<file path="src/sv/duty_interval_statistics_core_defines.svh">
// Assertion macros shared by the statistics core.
// The macros expect clk and arst_n in the scope where they are used.
`ifndef DUTY_INTERVAL_STATISTICS_CORE_DEFINES_SVH
`define DUTY_INTERVAL_STATISTICS_CORE_DEFINES_SVH

// Same-cycle implication.
`define DIS_AST_IMP(lbl, ante, cons, msg) \
	lbl: assert property (@(posedge clk) disable iff (!arst_n) (ante) |-> (cons)) \
		else $error(msg);

// Next-cycle implication.
`define DIS_AST_NXT(lbl, ante, cons, msg) \
	lbl: assert property (@(posedge clk) disable iff (!arst_n) (ante) |=> (cons)) \
		else $error(msg);

`endif

</file>
<file path="src/sv/dis_pkg.sv">
package dis_pkg;

	// Item counting saturates at this many periods.
	localparam int MAX_PERIODS = 65536;
	localparam int CNT_W = $clog2(MAX_PERIODS + 1);

	// Queue between the front and the back.
	localparam int FIFO_DEPTH = 4;
	localparam int PTR_W = $clog2(FIFO_DEPTH);
	localparam int FILL_W = $clog2(FIFO_DEPTH + 1);

	// Serial divider: one quotient bit per cycle.
	localparam int DIV_STEPS = 64;
	localparam int STEP_W = $clog2(DIV_STEPS + 1);

	localparam logic [47:0] WINDOW_RESET = 48'd300000;
	localparam logic [47:0] SAT48 = 48'hFFFF_FFFF_FFFF;
	localparam logic [13:0] PCT_SCALE = 14'd10000;

	// Register map: one 64-bit register slot per index.
	localparam int PADDR_W = 4;
	localparam int REG_IDX_W = 1;
	localparam logic [REG_IDX_W-1:0] REG_WINDOW = 1'b0;

	typedef struct packed {
		logic [31:0] duration_ms;
		logic        last_period;
	} item_t;

	typedef struct packed {
		logic [47:0] recorded_total;
		logic [47:0] measured_total;
		logic [47:0] active_total;
		logic [47:0] inactive_total;
		logic [13:0] active_hundredths;
		logic [31:0] longest_active;
		logic [31:0] longest_inactive;
		logic [31:0] mean_active;
		logic [47:0] mean_inactive;
		logic [31:0] first_period;
		logic        cut_found;
		logic [15:0] cut_index;
	} result_t;

	// Classified item as it travels through the queue.
	typedef struct packed {
		logic [31:0] duration;
		logic        last;
		logic        active;
		logic        first;
		logic        skip;
		logic [15:0] idx;
	} entry_t;

	typedef struct packed {
		logic busy;
		logic done;
	} div_stat_t;

	typedef enum logic [3:0] {
		ST_ACC,
		ST_SETTLE,
		ST_PREP,
		ST_PCT_GO,
		ST_PCT_WAIT,
		ST_MA_GO,
		ST_MA_WAIT,
		ST_MI_GO,
		ST_MI_WAIT,
		ST_OUT
	} back_state_t;

endpackage

</file>
<file path="src/sv/duty_interval_statistics_core.sv">
// A beat is queued, popped, then accumulated by stage one and stage two. A final
// beat then starts the report: settle, prepare, the three report divisions that
// share one serial divider, and the output state.
// Throughput: one beat per cycle, except that accumulation pauses during a report.
// Reset: window returns to 300000 ms, the accumulators and the queue clear at once.
module duty_interval_statistics_core import dis_pkg::*; (
	input  logic               clk,
	input  logic               arst_n,
	input  logic               psel,
	input  logic               penable,
	input  logic               pwrite,
	input  logic [PADDR_W-1:0] paddr,
	input  logic [63:0]        pwdata,
	output logic [63:0]        prdata,
	output logic               pready,
	input  logic               item_valid,
	output logic               item_ready,
	input  item_t              item,
	output logic               result_valid,
	input  logic               result_ready,
	output result_t            result
);

	logic [47:0]          window_q;
	logic [REG_IDX_W-1:0] reg_idx;
	logic                 push;
	entry_t               push_entry;
	logic                 q_full;
	logic                 pop;
	entry_t               head;
	logic                 not_empty;

	// Configuration register.
	assign pready = 1'b1;
	assign reg_idx = paddr[PADDR_W-1 -: REG_IDX_W];
	assign prdata = (reg_idx == REG_WINDOW) ? {16'b0, window_q} : '0;

	always_ff @(posedge clk or negedge arst_n) begin
		if (!arst_n) begin
			window_q <= WINDOW_RESET;
		end else if (psel && penable && pwrite && pready && reg_idx == REG_WINDOW) begin
			window_q <= pwdata[47:0];
		end
	end

	dis_front u_front (
		.clk        (clk),
		.arst_n     (arst_n),
		.item       (item),
		.item_valid (item_valid),
		.item_ready (item_ready),
		.q_full     (q_full),
		.push       (push),
		.push_entry (push_entry)
	);

	dis_fifo u_fifo (
		.clk        (clk),
		.arst_n     (arst_n),
		.push       (push),
		.push_entry (push_entry),
		.full       (q_full),
		.pop        (pop),
		.head       (head),
		.not_empty  (not_empty)
	);

	dis_back u_back (
		.clk          (clk),
		.arst_n       (arst_n),
		.window       (window_q),
		.head         (head),
		.not_empty    (not_empty),
		.pop          (pop),
		.result_valid (result_valid),
		.result_ready (result_ready),
		.result       (result)
	);

endmodule

</file>
<file path="src/sv/dis_front.sv">
module dis_front import dis_pkg::*; (
	input  logic   clk,
	input  logic   arst_n,
	input  item_t  item,
	input  logic   item_valid,
	output logic   item_ready,
	input  logic   q_full,
	output logic   push,
	output entry_t push_entry
);

	logic [CNT_W-1:0] cnt_q;
	logic             in_limit;

	// Classify the beat by its position in the recording.
	assign in_limit = cnt_q < CNT_W'(MAX_PERIODS);
	assign item_ready = !q_full;
	assign push = item_valid && !q_full;

	always_comb begin
		push_entry.duration = item.duration_ms;
		push_entry.last     = item.last_period;
		push_entry.active   = ~cnt_q[0];
		push_entry.first    = cnt_q == '0;
		push_entry.skip     = !in_limit;
		push_entry.idx      = 16'(cnt_q);
	end

	// Item counter saturates at the period limit and restarts after the last beat.
	always_ff @(posedge clk or negedge arst_n) begin
		if (!arst_n) begin
			cnt_q <= '0;
		end else if (push) begin
			if (item.last_period) begin
				cnt_q <= '0;
			end else if (in_limit) begin
				cnt_q <= cnt_q + CNT_W'(1);
			end
		end
	end

endmodule

</file>
<file path="src/sv/dis_fifo.sv">
module dis_fifo import dis_pkg::*; (
	input  logic   clk,
	input  logic   arst_n,
	input  logic   push,
	input  entry_t push_entry,
	output logic   full,
	input  logic   pop,
	output entry_t head,
	output logic   not_empty
);

	entry_t            mem_q [FIFO_DEPTH];
	logic [PTR_W-1:0]  wr_q;
	logic [PTR_W-1:0]  rd_q;
	logic [FILL_W-1:0] fill_q;

	assign full = fill_q == FILL_W'(FIFO_DEPTH);
	assign not_empty = fill_q != '0;
	assign head = mem_q[rd_q];

	// Pointers and fill level.
	always_ff @(posedge clk or negedge arst_n) begin
		if (!arst_n) begin
			wr_q   <= '0;
			rd_q   <= '0;
			fill_q <= '0;
		end else begin
			if (push) begin
				wr_q <= wr_q + PTR_W'(1);
			end
			if (pop) begin
				rd_q <= rd_q + PTR_W'(1);
			end
			if (push && !pop) begin
				fill_q <= fill_q + FILL_W'(1);
			end else if (pop && !push) begin
				fill_q <= fill_q - FILL_W'(1);
			end
		end
	end

	// Entry storage.
	always_ff @(posedge clk) begin
		if (push) begin
			mem_q[wr_q] <= push_entry;
		end
	end

endmodule

</file>
<file path="src/sv/dis_div.sv">
module dis_div import dis_pkg::*; (
	input  logic        clk,
	input  logic        arst_n,
	input  logic        start,
	input  logic [63:0] dividend,
	input  logic [47:0] divisor,
	output div_stat_t   stat,
	output logic [63:0] quotient
);

	logic [STEP_W-1:0] step_q;
	logic              done_q;
	logic [47:0]       rem_q;
	logic [63:0]       dq_q;
	logic [47:0]       dvs_q;
	logic [48:0]       shifted;
	logic [49:0]       diff;
	logic              ge;

	assign stat.busy = step_q != '0;
	assign stat.done = done_q;
	assign quotient = dq_q;

	// One restoring step: bring down the next dividend bit and try the subtract.
	assign shifted = {rem_q, dq_q[63]};
	assign diff = {1'b0, shifted} - {2'b00, dvs_q};
	assign ge = !diff[49];

	always_ff @(posedge clk or negedge arst_n) begin
		if (!arst_n) begin
			step_q <= '0;
			done_q <= 1'b0;
		end else begin
			done_q <= 1'b0;
			if (start) begin
				step_q <= STEP_W'(DIV_STEPS);
			end else if (stat.busy) begin
				step_q <= step_q - STEP_W'(1);
				if (step_q == STEP_W'(1)) begin
					done_q <= 1'b1;
				end
			end
		end
	end

	// Remainder and shifting dividend/quotient word.
	always_ff @(posedge clk) begin
		if (start) begin
			rem_q <= '0;
			dq_q  <= dividend;
			dvs_q <= divisor;
		end else if (stat.busy) begin
			rem_q <= ge ? diff[47:0] : shifted[47:0];
			dq_q  <= {dq_q[62:0], ge};
		end
	end

endmodule

</file>
<file path="src/sv/dis_back.sv">
`include "duty_interval_statistics_core_defines.svh"

module dis_back import dis_pkg::*; (
	input  logic        clk,
	input  logic        arst_n,
	input  logic [47:0] window,
	input  entry_t      head,
	input  logic        not_empty,
	output logic        pop,
	output logic        result_valid,
	input  logic        result_ready,
	output result_t     result
);

	back_state_t state_q, state_n;

	// Accumulation state.
	logic [47:0] rt_q;
	logic        closed_q;
	logic [15:0] cnt_a_q;
	logic [15:0] cnt_i_q;
	logic [15:0] cut_pos_q;
	logic [31:0] first_q;
	logic        v_s1;
	logic        act_s1;
	logic [31:0] len_s1;
	logic [47:0] asum_q;
	logic [31:0] max_a_q;
	logic [31:0] max_i_q;

	// Report working registers.
	logic [47:0] measured_q;
	logic [61:0] prod_q;
	logic [47:0] inactive_q;
	logic [13:0] pct_q;
	logic [31:0] mean_a_q;
	logic [47:0] mean_i_q;
	result_t     out_q;
	logic        out_valid_q;

	logic [48:0] sum49;
	logic [47:0] rt_new;
	logic [47:0] room;
	logic        reach;
	logic [31:0] len;
	logic        take;
	logic        count;
	logic [48:0] asum49;
	logic        load;
	logic        div_start;
	logic [63:0] div_dividend;
	logic [47:0] div_divisor;
	div_stat_t   div_stat;
	logic [63:0] quotient;

	// Multiply by 10000 as a sum of shifts (8192 + 1024 + 512 + 256 + 16).
	function automatic logic [61:0] scale_pct(input logic [47:0] x);
		logic [61:0] w;
		w = {14'b0, x};
		return (w << 13) + (w << 10) + (w << 9) + (w << 8) + (w << 4);
	endfunction

	dis_div u_div (
		.clk      (clk),
		.arst_n   (arst_n),
		.start    (div_start),
		.dividend (div_dividend),
		.divisor  (div_divisor),
		.stat     (div_stat),
		.quotient (quotient)
	);

	// Clip the period against the window end.
	always_comb begin
		sum49  = {1'b0, rt_q} + {17'b0, head.duration};
		rt_new = sum49[48] ? SAT48 : sum49[47:0];
		reach  = rt_new >= window;
		room   = (window > rt_q) ? (window - rt_q) : '0;
		len    = reach ? room[31:0] : head.duration;
		take   = pop && !head.skip;
		count  = take && !closed_q;
		asum49 = {1'b0, asum_q} + {17'b0, len_s1};
	end

	// Sequencer for accumulation and the end-of-recording report.
	always_comb begin
		state_n      = state_q;
		pop          = 1'b0;
		load         = 1'b0;
		div_start    = 1'b0;
		div_dividend = '0;
		div_divisor  = '0;
		case (state_q)
			ST_ACC: begin
				pop = not_empty;
				if (not_empty && head.last) begin
					state_n = ST_SETTLE;
				end
			end
			ST_SETTLE: state_n = ST_PREP;
			ST_PREP:   state_n = ST_PCT_GO;
			ST_PCT_GO: begin
				div_dividend = {2'b00, prod_q};
				div_divisor  = measured_q;
				if (measured_q != '0) begin
					div_start = 1'b1;
					state_n   = ST_PCT_WAIT;
				end else begin
					state_n = ST_MA_GO;
				end
			end
			ST_PCT_WAIT: begin
				if (div_stat.done) begin
					state_n = ST_MA_GO;
				end
			end
			ST_MA_GO: begin
				div_dividend = {16'b0, asum_q};
				div_divisor  = {32'b0, cnt_a_q};
				if (cnt_a_q != '0) begin
					div_start = 1'b1;
					state_n   = ST_MA_WAIT;
				end else begin
					state_n = ST_MI_GO;
				end
			end
			ST_MA_WAIT: begin
				if (div_stat.done) begin
					state_n = ST_MI_GO;
				end
			end
			ST_MI_GO: begin
				div_dividend = {16'b0, inactive_q};
				div_divisor  = {32'b0, cnt_i_q};
				if (cnt_i_q != '0) begin
					div_start = 1'b1;
					state_n   = ST_MI_WAIT;
				end else begin
					state_n = ST_OUT;
				end
			end
			ST_MI_WAIT: begin
				if (div_stat.done) begin
					state_n = ST_OUT;
				end
			end
			ST_OUT: begin
				load = !out_valid_q || result_ready;
				if (load) begin
					state_n = ST_ACC;
				end
			end
			default: state_n = ST_ACC;
		endcase
	end

	always_ff @(posedge clk or negedge arst_n) begin
		if (!arst_n) begin
			state_q <= ST_ACC;
		end else begin
			state_q <= state_n;
		end
	end

	// Stage one: running total, counts, window closing. Stage two: active sum and maxima.
	always_ff @(posedge clk or negedge arst_n) begin
		if (!arst_n) begin
			rt_q      <= '0;
			closed_q  <= 1'b0;
			cnt_a_q   <= '0;
			cnt_i_q   <= '0;
			cut_pos_q <= '0;
			first_q   <= '0;
			v_s1      <= 1'b0;
			act_s1    <= 1'b0;
			len_s1    <= '0;
			asum_q    <= '0;
			max_a_q   <= '0;
			max_i_q   <= '0;
		end else if (load) begin
			rt_q      <= '0;
			closed_q  <= 1'b0;
			cnt_a_q   <= '0;
			cnt_i_q   <= '0;
			cut_pos_q <= '0;
			first_q   <= '0;
			v_s1      <= 1'b0;
			asum_q    <= '0;
			max_a_q   <= '0;
			max_i_q   <= '0;
		end else begin
			v_s1   <= count;
			act_s1 <= head.active;
			len_s1 <= len;
			if (take) begin
				rt_q <= rt_new;
				if (head.first) begin
					first_q <= head.duration;
				end
			end
			if (count) begin
				if (head.active) begin
					cnt_a_q <= cnt_a_q + 16'd1;
				end else begin
					cnt_i_q <= cnt_i_q + 16'd1;
				end
				if (len != head.duration) begin
					closed_q  <= 1'b1;
					cut_pos_q <= head.idx;
				end
			end
			if (v_s1) begin
				if (act_s1) begin
					asum_q <= asum49[48] ? SAT48 : asum49[47:0];
					if (len_s1 > max_a_q) begin
						max_a_q <= len_s1;
					end
				end else if (len_s1 > max_i_q) begin
					max_i_q <= len_s1;
				end
			end
		end
	end

	// Report arithmetic.
	always_ff @(posedge clk) begin
		case (state_q)
			ST_PREP: begin
				measured_q <= (rt_q < window) ? rt_q : window;
				prod_q     <= scale_pct(asum_q);
			end
			ST_PCT_GO: begin
				inactive_q <= (measured_q > asum_q) ? (measured_q - asum_q) : '0;
				pct_q      <= '0;
			end
			ST_PCT_WAIT: begin
				if (div_stat.done) begin
					pct_q <= (quotient > {50'b0, PCT_SCALE}) ? PCT_SCALE : quotient[13:0];
				end
			end
			ST_MA_GO: mean_a_q <= '0;
			ST_MA_WAIT: begin
				if (div_stat.done) begin
					mean_a_q <= quotient[31:0];
				end
			end
			ST_MI_GO: mean_i_q <= '0;
			ST_MI_WAIT: begin
				if (div_stat.done) begin
					mean_i_q <= quotient[47:0];
				end
			end
			default: begin
			end
		endcase
	end

	// Output register lets accumulation go on while a report waits.
	always_ff @(posedge clk or negedge arst_n) begin
		if (!arst_n) begin
			out_valid_q <= 1'b0;
		end else if (load) begin
			out_valid_q <= 1'b1;
		end else if (result_ready) begin
			out_valid_q <= 1'b0;
		end
	end

	always_ff @(posedge clk) begin
		if (load) begin
			out_q.recorded_total    <= rt_q;
			out_q.measured_total    <= measured_q;
			out_q.active_total      <= asum_q;
			out_q.inactive_total    <= inactive_q;
			out_q.active_hundredths <= pct_q;
			out_q.longest_active    <= max_a_q;
			out_q.longest_inactive  <= max_i_q;
			out_q.mean_active       <= mean_a_q;
			out_q.mean_inactive     <= mean_i_q;
			out_q.first_period      <= first_q;
			out_q.cut_found         <= closed_q;
			out_q.cut_index         <= closed_q ? cut_pos_q : '0;
		end
	end

	assign result_valid = out_valid_q;
	assign result = out_q;

	`DIS_AST_IMP(a_pop_in_acc, pop, state_q == ST_ACC, "beat taken from queue outside accumulation")
	`DIS_AST_NXT(a_closed_holds, closed_q && state_q != ST_OUT, closed_q, "window reopened before report")
	`DIS_AST_IMP(a_div_free, div_start, !div_stat.busy && !div_stat.done, "divider started while in use")
	`DIS_AST_IMP(a_pct_bound, state_q == ST_OUT, pct_q <= PCT_SCALE && (measured_q != '0 || pct_q == '0), "active share out of range")

endmodule
</file>
<file path="config.mk">
export PLATFORM = sky130hd
export DESIGN_NAME = duty_interval_statistics_core
export DESIGN_NICKNAME = d
export VERILOG_FILES = /design/src/sv/dis_pkg.sv /design/src/sv/duty_interval_statistics_core.sv /design/src/sv/dis_front.sv /design/src/sv/dis_fifo.sv /design/src/sv/dis_div.sv /design/src/sv/dis_back.sv
export VERILOG_INCLUDE_DIRS = /design/src /design/src/sv
export SDC_FILE = /design/constraint.sdc
export NUM_CORES = 2
export LEC_CHECK = 0
export ABC_AREA = 0
export BUFFER_PORTS_ARGS = -buffer_cell sky130_fd_sc_hd__buf_2
export CORE_UTILIZATION = 50
export CTS_BUF_LIST = sky130_fd_sc_hd__clkbuf_2
export CTS_CLUSTER_SIZE = 16
export DETAILED_ROUTE_END_ITERATION = 7
export PLACE_DENSITY = 0.68
export SYNTH_ARGS = -nofsm -noshare
export SYNTH_HDL_FRONTEND = slang
export SYNTH_SLANG_ARGS = --single-unit
</file>
<file path="constraint.sdc">
create_clock -name clk -period 26.6 [get_ports clk]
set_clock_uncertainty 0.05 [all_clocks]
set_input_delay 0 -clock clk [delete_from_list [all_inputs] [get_ports clk]]
set_output_delay 0 -clock clk [all_outputs]
set_load 0.01 [all_outputs]
</file>
Word-level counts from Yosys, hierarchy flattened

Memories as Yosys holds them, arrays and structs flattened.
Index checks and enable logic that the tools add are counted.

RAM bits: 208
ROM bits: 0
Flip-flop bits (word level): 1,171
Bits in latches: 0
Output and inout bits: 466
Memories kept: 1
Word-level logic and storage cells: 217

Memory list:

| name         | words | width | rd ports | clocked after Yosys merged registers in | write ports | line           | source |
|---|---|---|---|---|---|---|---|
| u_fifo.mem_q | 4     | 52    | 1        | 0                                       | 1           | dis_fifo.sv:12 | `entry_t mem_q [FIFO_DEPTH];` |

Multipliers: 0
$add $sub $neg: 17
$lt $le $gt $ge: 8
Bitwise logic cells: 2
Shift operators: 0
Reduce and logical (&&, ||, !) cells: 53
Multiplexer cells: 75
Divide/modulo/power cells: 0
Eq/ne operators: 19

Operator list:

| kind                  | count |
|---|---|
| $mux 48               | 11 |
| $mux 32               | 14 |
| $pmux 62 s3           | 1 |
| $mux 16               | 9 |
| $pmux 48 s3           | 1 |
| $mux 64               | 2 |
| $add 48x32->49        | 2 |
| $gt 48x48->1          | 2 |
| $pmux 48 s2           | 1 |
| $gt 32x32->1          | 2 |
| $gt 64x14->1 const B  | 1 |
| $pmux 32 s2           | 1 |
| $add 61x58->62        | 1 |
| $add 62x52->62        | 1 |
| $add 62x56->62        | 1 |
| $add 62x57->62        | 1 |
| $sub 49x48->50        | 1 |
| $ge 48x48->1          | 1 |
| $lt 48x48->1          | 1 |
| $reduce_bool 48->1    | 1 |
| $sub 48x48->48        | 1 |
| $pmux 4 s10           | 1 |
| $mux 17               | 2 |
| $add 16x1->16 const B | 2 |
| other kinds (36)      | 113 |

Depth between registers and ports, before layout

An unclocked memory read counts as a cell.

Depth after elaboration: 9
Mapped depth: 34
Depth with buffers taken out: 28

Modules after synthesis

From an unflattened synthesis, not the netlist that was laid out.

Cell total of the unflattened synthesis: 6,242
Area total of the unflattened synthesis: 73,599.3 µm²

By module, submodules not included:

| module                        | area each (µm²) | seq. area each (µm²) | instances | cells an instance |
|---|---|---|---|---|
| dis_back                      | 52,441.5        | 26,435.4             | 1         | 4,661 |
| dis_div                       | 9,619.2         | 4,524.3              | 1         | 960 |
| dis_fifo                      | 7,965.1         | 6,421.2              | 1         | 306 |
| duty_interval_statistics_core | 2,349.8         | 1,211.2              | 1         | 174 |
| dis_front                     | 1,223.7         | 425.4                | 1         | 141 |

Worst setup path after synthesis

OpenSTA, ideal clock, no wires.

Path kind: register to register
Start point: register u_back.state_q[0]
End point: register u_back.out_q (netlist bit u_back.result[0]) (enable)
Setup slack: 13.210 ns
Setup time: 0.919 ns
Period minus slack after synthesis: 13.390 ns
Required time: 25.631 ns
Buffers on the path: 4
Stages on the path, launching flop included: 7
Arrival time: 12.420 ns
Cell sequence: dfrtp_1 clkbuf_1 nand4_1 inv_1 clkbuf_1 clkbuf_1 clkbuf_1

Word-level cells in the longest chain between the ends: 2

Ends and longest elaborated chain:

| what                   | line            | source |
|---|---|---|
| from (decl)            | dis_back.sv:15  | `back_state_t state_q, state_n;` |
| from (signal assigned) | dis_back.sv:161 | `state_q <= state_n;` |
| $eq 4x4->1             | dis_back.sv:93  | `case (state_q)` |
| $mux 1                 | dis_back.sv:93  |  |
| net u_back.load        | dis_back.sv:49  | `logic load;` |
| to (decl)              | dis_back.sv:38  | `result_t out_q;` |

The timed path passes the listed nets, and every way through them passes these cells.
A chain may end at the register's enable or synchronous reset.

Worst setup path in the final report

Start point: register u_fifo.rd_q[0]
End point: register u_back.cut_pos_q[14]

Word-level cells in the longest chain between the ends: 8
Elaborated cells between the ends (all ways): 15
Classes of those cells: add/sub: 1; order compare: 1; eq/ne: 1; mux: 5; reduce/logical: 6; memory: 1

Ends and longest elaborated chain:

| what                        | line            | source |
|---|---|---|
| from (decl)                 | dis_fifo.sv:14  | `logic [PTR_W-1:0] rd_q;` |
| from (signal assigned)      | dis_fifo.sv:32  | `rd_q <= rd_q + PTR_W'(1);` |
| $mem_v2 4x52 *              | -               |  |
| $add 48x32->49              | dis_back.sv:75  | `sum49 = {1'b0, rt_q} + {17'b0, head.duration};` |
| $mux 48                     | dis_back.sv:76  | `rt_new = sum49[48] ? SAT48 : sum49[47:0];` |
| $ge 48x48->1                | dis_back.sv:77  | `reach = rt_new >= window;` |
| $mux 32                     | dis_back.sv:79  | `len = reach ? room[31:0] : head.duration;` |
| $ne 32x32->1                | dis_back.sv:207 | `if (len != head.duration) begin` |
| $reduce_bool 2->1 (no line) | -               |  |
| $reduce_and 2->1 (no line)  | -               |  |
| to (signal assigned)        | dis_back.sv:209 | `cut_pos_q <= head.idx;` |
| to (decl)                   | dis_back.sv:22  | `logic [15:0] cut_pos_q;` |

Mark *: on every way between the ends. The rest lies on a longest branch, timed or not. The select of a mux whose other input is x is not followed.

==> flow_summary.toml <==
[grt]
grt_util_all_layers_pct = 31.0
grt_pass1_vias = 53600
grt_pass1_wl_mm = 336
grt_max_degree = 160
grt-ovfl-total = 0
grt_antenna_before_repair = 17

[finish]
nFillCells = 11800
drive_gt1_share_pct = 18.4
post-route-util_pct = 58.4
nNetsFinal = 7864
syn2layout_area_growth_pct = 15.7

[floorplan]
ioPinCount = 574
die_area_um2 = 145000
core.rowCount = 138
die_y_um = 380
dieWidth_um = 380
initial_core_util_pct = 50.5
coreArea_um2 = 142000

[detailed_routing]
via_count = 55400
dr.pass1.iters = 8
drt_iter0_markers = 5330
wirelength_mm = 228
drtAntennaViolNets = 0
via_per_inst = 5.90
drc_errors = 4
wl_per_cell_um = 24.3

[yosys]
synth_ff_type = "edfxtp_1"
yosys.area.top_type = "edfxtp_1"
syn-mean-instance-area_um2 = 11.6
yosysUniqueCellTypes = 97
ys_top_cells_by_area = "edfxtp_1 (41%), dfrtp_1 (12%), ha_1 (7.0%), fa_1 (3.9%), a21oi_1 (2.9%)"
ys_seq_area_share_pct = 54.5
synth_area_um2 = 71600
post-synth-top-area-fraction_pct = 40.6
synth_edf_count = 967
synth_seq_cells = 1375
netlist_instances = 6184
async_reset_ff_share_pct = 26.2
yosysWarnings = 0

[status]
status = "complete, but fails checks"
failed_checks = "DRC"

[timing]
fin_crit_sh_pct = 39.8
worst_pin_slew_ns = 1.21
min_period_ns = 10.60
hold_viol_final = 0
finalSetupViolCount = 0
finalSetupTns_ns = 0
relSlewSlack_pct = 19.0
fmax_ghz = 0.0943
rsz0062_at_grt = "false"
drv_slew = 0

[cts]
insertion_delay_ns = 1.77
cts_setup_buffers = 0
cts_tree = "done"
cts_max_level = 5
clk_path_buf_depth = 4
clockRootBuffer = "clkbuf_2"
clk_pin_slew_ns = 0.12
cts_buffers = 358
cts_sinks = 1375

[critical_path]
cp.arrival_ns = 11.99
critPathMaxFanout = 31
criticalPathCategory = "register to register"
worstSetupEndpointType = "register"
start_kind = "register"
rr_worst_depth = 27
required_ns = 27.99

[min_path]
holdPathStages = 5
hold_path_class = "input port to register"

[flow_run]
cap_violations = 0

[placement]
dp_hpwl_mm = 162
place_congestion = 0.947
io_buffers = 537
[layout by cell type, fill, tap and decap left out, types with 103 or more instances in the layout]
master,instances
a21o_1,162
a21oi_1,409
and2_1,147
buf_2,536
clkbuf_2,542
dfrtp_1,350
dlygate4sd3_1,334
edfxtp_1,967
fa_1,140
ha_1,400
inv_1,408
nand2_1,433
nand3_1,194
nor2_1,419
nor3_1,105
o21ai_0,378
xnor2_1,147
xor2_1,103
[logic make-up after synthesis]
| kind of cell | Yosys count | synth area share [%] |
|---|---|---|
| buffers and inverters | 693 | 3.80 |
| adder cells (fa/ha/maj) | 540 | 10.9 |
| flip-flops | 1375 | 54.5 |
| AND/OR/NAND/NOR | 1713 | 11.7 |
| other | 2 | 0.0105 |
| XOR/XNOR | 250 | 3.06 |
| AO/OA/AOI/OAI | 1486 | 13.3 |
| multiplexers | 125 | 2.71 |
[layer usage]
metal / up-vias / wire length [µm] / GRT usage [%]
met5: - / 47 / 0
met4: 6 / 11600 / 15.5
met3: 555 / 18900 / 6.23
met2: 2675 / 106000 / 49.2
met1: 27100 / 91900 / 40.5
li1: 25100 / - / -
[path summary, 6_finish.rpt]
path	endpoint	slack (ns)	startpoint
max reg2reg	u_back.cut_pos_q[14]	16.00	u_fifo.rd_q[0]
min in group asynchronous	u_back.cut_pos_q[10]	0.57	arst_n
min reg2reg	u_back.result[20]	0.36	u_back.first_q[3]
max in group asynchronous	u_back.rt_q[41]	23.66	arst_n
max	u_back.cut_pos_q[14]	16.00	u_fifo.rd_q[0]
min	window_q[22]	0.27	pwdata[22]
[critical path: stages (launching register included)]
cell	delay, ns
dfrtp_4	0.79
mux4_2	0.78
ha_1	0.30
fa_1	0.41
a21o_1	0.17
a21oi_1	0.26
o21a_1	0.19
o22ai_1	0.15
a311oi_1	0.58
nor4_1	0.25
and2_1	0.21
or3b_1	0.46
nand3_1	0.50
buf_4	0.45
o21ai_0	0.20
ha_1	0.31
nand2_1	0.08
o21ai_0	0.07
a221oi_1	0.72
o211ai_1	0.27
nor2b_1	0.23
o221ai_2	0.12
buf_4	0.25
inv_1	0.75
nor2_1	0.21
a211oi_2	0.49
and2_1	0.71
o32ai_1	0.23
[registers in the layout (all words and copies together), names as in the netlist, 48 cells and up]
name,flops
u_back.asum_q,48
u_back.inactive_q,48
u_back.mean_i_q,48
u_back.measured_q,48
u_back.prod_q,58
u_back.result,399
u_back.rt_q,48
u_back.u_div.dvs_q,48
u_back.u_div.quotient,64
u_back.u_div.rem_q,48
u_fifo.mem_q,208
window_q,48
[Yosys cell counts (all sizes together) (24+ instances only)]
cell type,count
o31ai,49
a21oi,410
mux2,59
buf,59
or2,25
inv,412
xor2,103
a31oi,63
and3,52
and4,24
nand2,434
dfxtp,48
edfxtp,967
mux4,49
a222oi,61
nor4,57
nand4,97
nor2b,36
o211ai,24
xnor2,147
a211oi,35
o21a,62
nand3,194
ha,400
and2,148
clkbuf,221
o21bai,25
a21o,163
fa,140
nor3,111
nor2,425
dfrtp,352
o21ai,382
nand2b,47
[metrics by stage]
step	worst slack, ns	instance area, µm²	instances	hold WS (ns)
after detailed placement	16.36	76200	8410	0.0560
final	16.00	82800	9388	0.268
after global routing	15.60	82800	9380	0.134
after CTS	16.29	82800	9374	0.00475
after global placement	16.55	76200	8410	0.0448
after floorplan	13.21	71600	6199	-0.346
[timing repair]
item / CTS / global route
hold buffers: 336 / 0
hold endpoints to repair: 1152 / 0
gates resized for setup: 0 / 0
[final cells by class]
class	count	area (µm²)	share of cell area, %
clock buffers	542	2710	3.27
well taps	1890	2360	2.85
clock inverters	86	479	0.579
flip-flops and latches	1375	39000	47.1
diodes	14	35.0	0.0423
repair buffers	937	6590	7.96
multi-input cells	4131	30100	36.3
inverters	413	1560	1.88
Power is left out: the tool's default activity adds up to more than one toggle a clock period on the data nets, which glitch-free logic cannot reach.
